File: config.mk
export PLATFORM = sky130hd
export DESIGN_NAME = mrx_regfile
export DESIGN_NICKNAME = d
export VERILOG_FILES = /design/src/sv/mini_riscv_executor_with_stall_count_core_assert.svh /design/src/sv/mrx_pkg.sv /design/src/sv/mrx_regfile.sv
export SDC_FILE = /design/constraint.sdc
export NUM_CORES = 2
export LEC_CHECK = 0
export BUFFER_PORTS_ARGS = -buffer_cell sky130_fd_sc_hd__buf_2
export CORE_ASPECT_RATIO = 0.75
export CORE_UTILIZATION = 40
export DETAILED_ROUTE_END_ITERATION = 8
export HOLD_SLACK_MARGIN = 0.08
export PLACE_DENSITY_LB_ADDON = 0.2
export REMOVE_ABC_BUFFERS = 1
export SLEW_MARGIN = 15
export SYNTH_ARGS = -nofsm -noshare
export SYNTH_HDL_FRONTEND = slang
export SYNTH_SLANG_ARGS = --single-unit
File: constraint.sdc
create_clock -name clk_i -period 4.4 [get_ports clk_i]
set_input_delay 0 -clock clk_i [delete_from_list [all_inputs] [get_ports clk_i]]
set_output_delay 0 -clock clk_i [all_outputs]
set_load 0.05 [all_outputs]
File: src/sv/mini_riscv_executor_with_stall_count_core_assert.svh
// Assertion macros used by the executor core
`ifndef MINI_RISCV_EXECUTOR_WITH_STALL_COUNT_CORE_ASSERT_SVH
`define MINI_RISCV_EXECUTOR_WITH_STALL_COUNT_CORE_ASSERT_SVH

// implication checked every cycle outside reset
`define MRX_ASSERT_IMP(lbl, clk, rstn, ante, cons) \
  lbl: assert property (@(posedge clk) disable iff (!rstn) (ante) |-> (cons)) \
    else $error("assertion failed");

// next-cycle implication
`define MRX_ASSERT_NXT(lbl, clk, rstn, ante, cons) \
  lbl: assert property (@(posedge clk) disable iff (!rstn) (ante) |=> (cons)) \
    else $error("assertion failed");

`endif

File: src/sv/mrx_pkg.sv
`timescale 1ns / 1ps
// ----------------------------------------------------------------------------
// mrx_pkg
// Types and constants of the mini RISC-V executor.
// ----------------------------------------------------------------------------
package mrx_pkg;

  localparam int DATA_WORDS    = 1024;
  localparam int PROGRAM_LINES = 1024;
  localparam int REG_COUNT     = 32;
  localparam int DAW = $clog2(DATA_WORDS);
  localparam int RAW = $clog2(REG_COUNT);

  typedef enum logic [4:0] {
    OP_ADD = 5'd0, OP_ADDI = 5'd1, OP_SUB = 5'd2, OP_LI = 5'd3,
    OP_BEQ = 5'd4, OP_BLE = 5'd5, OP_BLT = 5'd6, OP_BGT = 5'd7,
    OP_BGE = 5'd8, OP_J = 5'd9, OP_SRLI = 5'd10, OP_SLLI = 5'd11,
    OP_SLT = 5'd12, OP_LW = 5'd13, OP_SW = 5'd14, OP_LA = 5'd15,
    OP_LABEL = 5'd16, OP_PRELOAD = 5'd17
  } opcode_e;

  typedef struct packed {
    logic [4:0]  opcode;
    logic [4:0]  dest_reg;
    logic [4:0]  src_a_reg;
    logic [4:0]  src_b_reg;
    logic signed [31:0] immediate;
    logic [9:0]  label_index;
    logic        label_found;
  } instr_t;

  typedef struct packed {
    logic [9:0]  next_line;
    logic        branch_taken;
    logic        reg_write;
    logic [4:0]  written_reg;
    logic signed [31:0] written_value;
    logic        address_fault;
    logic [31:0] stall_total;
    logic [31:0] retired_total;
  } result_t;

  // memory request from execute stage to data store
  typedef struct packed {
    logic            rd_en;
    logic            wr_en;
    logic [DAW-1:0]  addr;
    logic [31:0]     wdata;
  } dmem_req_t;

  function automatic logic [9:0] wrap_line(input logic [16:0] x);
    logic [16:0] m;
    m = x % 17'(PROGRAM_LINES);
    return m[9:0];
  endfunction

  function automatic logic [31:0] sat_add(input logic [31:0] a, input logic [2:0] n);
    logic [32:0] s;
    s = {1'b0, a} + 33'(n);
    return s[32] ? 32'hFFFF_FFFF : s[31:0];
  endfunction

endpackage

File: src/sv/mrx_regfile.sv
`timescale 1ns / 1ps
// ----------------------------------------------------------------------------
// mrx_regfile
// 32-entry register file with reset-clear valid bits, three combinational reads.
// ----------------------------------------------------------------------------
module mrx_regfile (
  input  logic        clk_i,
  input  logic        rst_ni,
  input  logic [4:0]  ra_i,
  input  logic [4:0]  rb_i,
  input  logic [4:0]  rd_i,
  output logic [31:0] va_o,
  output logic [31:0] vb_o,
  output logic [31:0] vd_o,
  input  logic        we_i,
  input  logic [4:0]  wa_i,
  input  logic [31:0] wd_i
);
  import mrx_pkg::*;
  logic [31:0] regs_q [REG_COUNT];
  logic [REG_COUNT-1:0] vld_q;

  // small flop array; reset clears through valid bits
  always_ff @(posedge clk_i or negedge rst_ni) begin
    if (!rst_ni) begin
      vld_q <= '0;
    end else if (we_i) begin
      vld_q[wa_i] <= 1'b1;
    end
  end
  always_ff @(posedge clk_i) begin
    if (we_i) regs_q[wa_i] <= wd_i;
  end

  assign va_o = vld_q[ra_i] ? regs_q[ra_i] : '0;
  assign vb_o = vld_q[rb_i] ? regs_q[rb_i] : '0;
  assign vd_o = vld_q[rd_i] ? regs_q[rd_i] : '0;
endmodule

==> impl_metrics.yaml <==
worst_setup_path:
  critPathTopFamily: "buffers and inverters"
  end_kind: "primary output"
  r2r_cells: 1
  cp.depth: 7
  cp-start-kind: "flop"
  crit_type: "flop to primary output"
  worstPathCellList: "mux2i_1 > a311oi_1 > o211ai_1 > nand4_1 > buf_4 > and3_1 > buf_2"
  timing.rr.end: "vld_q[27]"
  critPathRequiredTime_ns: 4.40
  cp.buffers_inverters: 2
  rrSetupSlack_ns: 3.56
  worstReg2RegStart: "vld_q[27]"
  slowest_stage: "buf_4"
  critical_path.endpoint: "vd_o[19]"
  cp_max_fo: 32
  cp_data_arrival_time_ns: 3.28
  critPathLaunch: "vld_q[18]"
  cpPeakStageDelay_ns: 0.67
finish:
  final.fill_count: 12800
  fin_nets: 4020
  drive_above_1_share_pct: 23.3
  final_cell_mix: "1024 x edfxtp_1, 780 x mux2i_1, 402 x mux4_2"
  layout_commonest_cell: "edfxtp_1"
  ff_latch_area_mm2: 0.0316
  synthToLayoutAreaGrowth_pct: 11.7
  multi_input_comb_area_mm2: 0.0255
yosys:
  synth_cells: 3897
  synth-edff-count: 1024
  synth_flop_cell: "edfxtp_1"
  async_flop_share_pct: 3.03
  synth-seq-cells: 1056
  synthesis.area_mm2: 0.0589
  synth_area_per_cell_um2: 15.1
  yosys.cell_types.count: 36
  yosysSeqAreaShare_pct: 53.5
  yosys_warnings: 0
cts:
  root_buffer: "clkbuf_16"
  cts_resized: 0
  cts_max_level: 3
  cts_hold_buffers: 40
  cts_inserted_buffers: 109
  clock-sinks: 1056
  clk_pin_slew_worst_paths_ns: 0.07
  tritoncts: "yes"
  clk_path_buf_depth: 3
  post_cts_buffers: 0
  clk_latency_ns: 0.75
worst_hold_path:
  worstHoldStart: "wd_i[20]"
  hp-class: "input port to flop"
drt:
  drc: 0
  wire_per_inst_um: 37.1
  detail_route.iter0.violations: 6266
  viasPerCell: 6.93
  routed-via-count: 41800
  totalWireLength_um: 224000
  drtPass1Iterations: 6
  drt.antenna.violating_nets: 0
sta:
  finalClockSkew_ns: 0
  worst_pin_slew_ns: 1.21
  fin_crit_ns: 3.28
  period_share_pct: 74.6
  finalHoldViolCount: 0
  setup_viol: 0
  maxSlewHeadroom_pct: 19.6
  setup_ws_ns: 1.12
  fmax_mhz: 305
  rsz0062_at_grt: "false"
  fin_setup_tns_ns: 0
  slew_violations: 0
grt:
  grtUsageTotal_pct: 29.5
  grt_pass1_wl_um: 312000
  antenna_found_initial: 6
  overflow: 0
  first_global_vias: 40100
  grt_start_max_net_pins: 76
power_and_ir_drop:
  max-vdd-ir-drop_mv: 0.340
  power_density_mw_per_mm2: 374
  p_leak_nw: 22.7
place:
  hpwl_um: 131000
  port_buffers: 150
  dpl_worst_slack_ns: 1.57
  gp_congestion: 0.857
floorplan:
  core-area_mm2: 0.146
  pin_count: 151
  initial_core_util_pct: 40.5
  dieArea_mm2: 0.149
  rows: 121
  die_w_um: 445
  chipHeight_um: 334
outcome:
  status: "complete, no violations"
run:
  drv_cap: 0
[how the worst min path moves through the flow]
stage                endpoint  depth (start not counted)
6_report       regs_q[16][20]                          2
3_3_place_gp        vld_q[24]                          1
5_1_grt         regs_q[0][25]                          3
4_1_cts        regs_q[16][20]                          2
2_1_floorplan        vld_q[0]                          0
3_5_place_dp        vld_q[24]                          1
[cell usage after synthesis, types with 8 or more instances]
| master | number | area, µm² |
|---|---|---|
| a21oi_1 | 96 | 480 |
| a221oi_1 | 372 | 3260 |
| a221oi_2 | 12 | 180 |
| a22oi_1 | 96 | 721 |
| and3_1 | 96 | 601 |
| buf_1 | 21 | 78.8 |
| buf_2 | 97 | 485 |
| buf_4 | 38 | 285 |
| buf_6 | 55 | 619 |
| buf_8 | 9 | 135 |
| clkbuf_1 | 138 | 518 |
| clkbuf_2 | 9 | 45.0 |
| dfrtp_1 | 32 | 801 |
| edfxtp_1 | 1024 | 30700 |
| mux2i_1 | 780 | 7810 |
| mux4_2 | 402 | 9050 |
| nand3_1 | 104 | 521 |
| nand3b_1 | 8 | 60.1 |
| nor2_1 | 135 | 507 |
| nor3_1 | 96 | 480 |
| o21ai_0 | 163 | 816 |
| o21ai_1 | 29 | 145 |
| or2_2 | 32 | 200 |
[final cells by class]
cell class                      count  area share [%]
Sequential cell                  1056            47.9
Inverter                            6          0.0456
Antenna cell                        4          0.0152
Clock inverter                     50           0.593
Clock buffer                      157            4.71
Multi-Input combinational cell   2462            38.7
Tap cell                         1968            3.74
Timing Repair Buffer              330            4.32
[power breakdown]
part | switching [W] | total (W) | internal (W)
sequential | 0.000135 | 0.0114 | 0.0112
clock | 0.00414 | 0.00933 | 0.00519
combinational | 0.00266 | 0.00396 | 0.00130
[metrics by stage]
stage | hold slack (ns) | total power [W] | cell area [µm²] | utilization (%) | instances
6_report | 0.305 | 0.0246 | 65800 | 45.2 | 6033
5_1_grt | 0.306 | 0.0253 | 65800 | 45.2 | 6029
4_1_cts | 0.269 | 0.0247 | 65800 | 45.2 | 6029
3_5_place_dp | 0.124 | 0.0154 | 61900 | 42.5 | 5782
3_3_place_gp | 0.118 | 0.0154 | 61900 | 42.5 | 5782
2_1_floorplan | -0.296 | 0.0136 | 56700 | - | 3524
[state kept, by name (all words and copies together) (netlist names)]
| register | cells |
|---|---|
| regs_q | 1024 |
| vld_q | 32 |
[logic make-up (layout without fill, tap and decap cells)]
| group | after synthesis | after routing | synth area share (%) |
|---|---|---|---|
| muxes | 1188 | 1188 | 28.7 |
| DFF | 1056 | 1056 | 53.5 |
| AOI/OAI and AO/OA | 780 | 780 | 9.67 |
| and+or+nand+nor | 494 | 494 | 4.26 |
| buffers and inverters | 379 | 543 | 3.79 |
| other | 0 | 4 | 0 |
[layer usage]
metal,global-route usage (%),share of wire (%),up-vias
li1,-,-,16700
met1,44.0,42,21800
met2,42.7,43,2980
met3,6.77,12,431
met4,8.93,3.2,0
met5,0,0,-
Note: power is estimated with default switching activity, not from simulation.
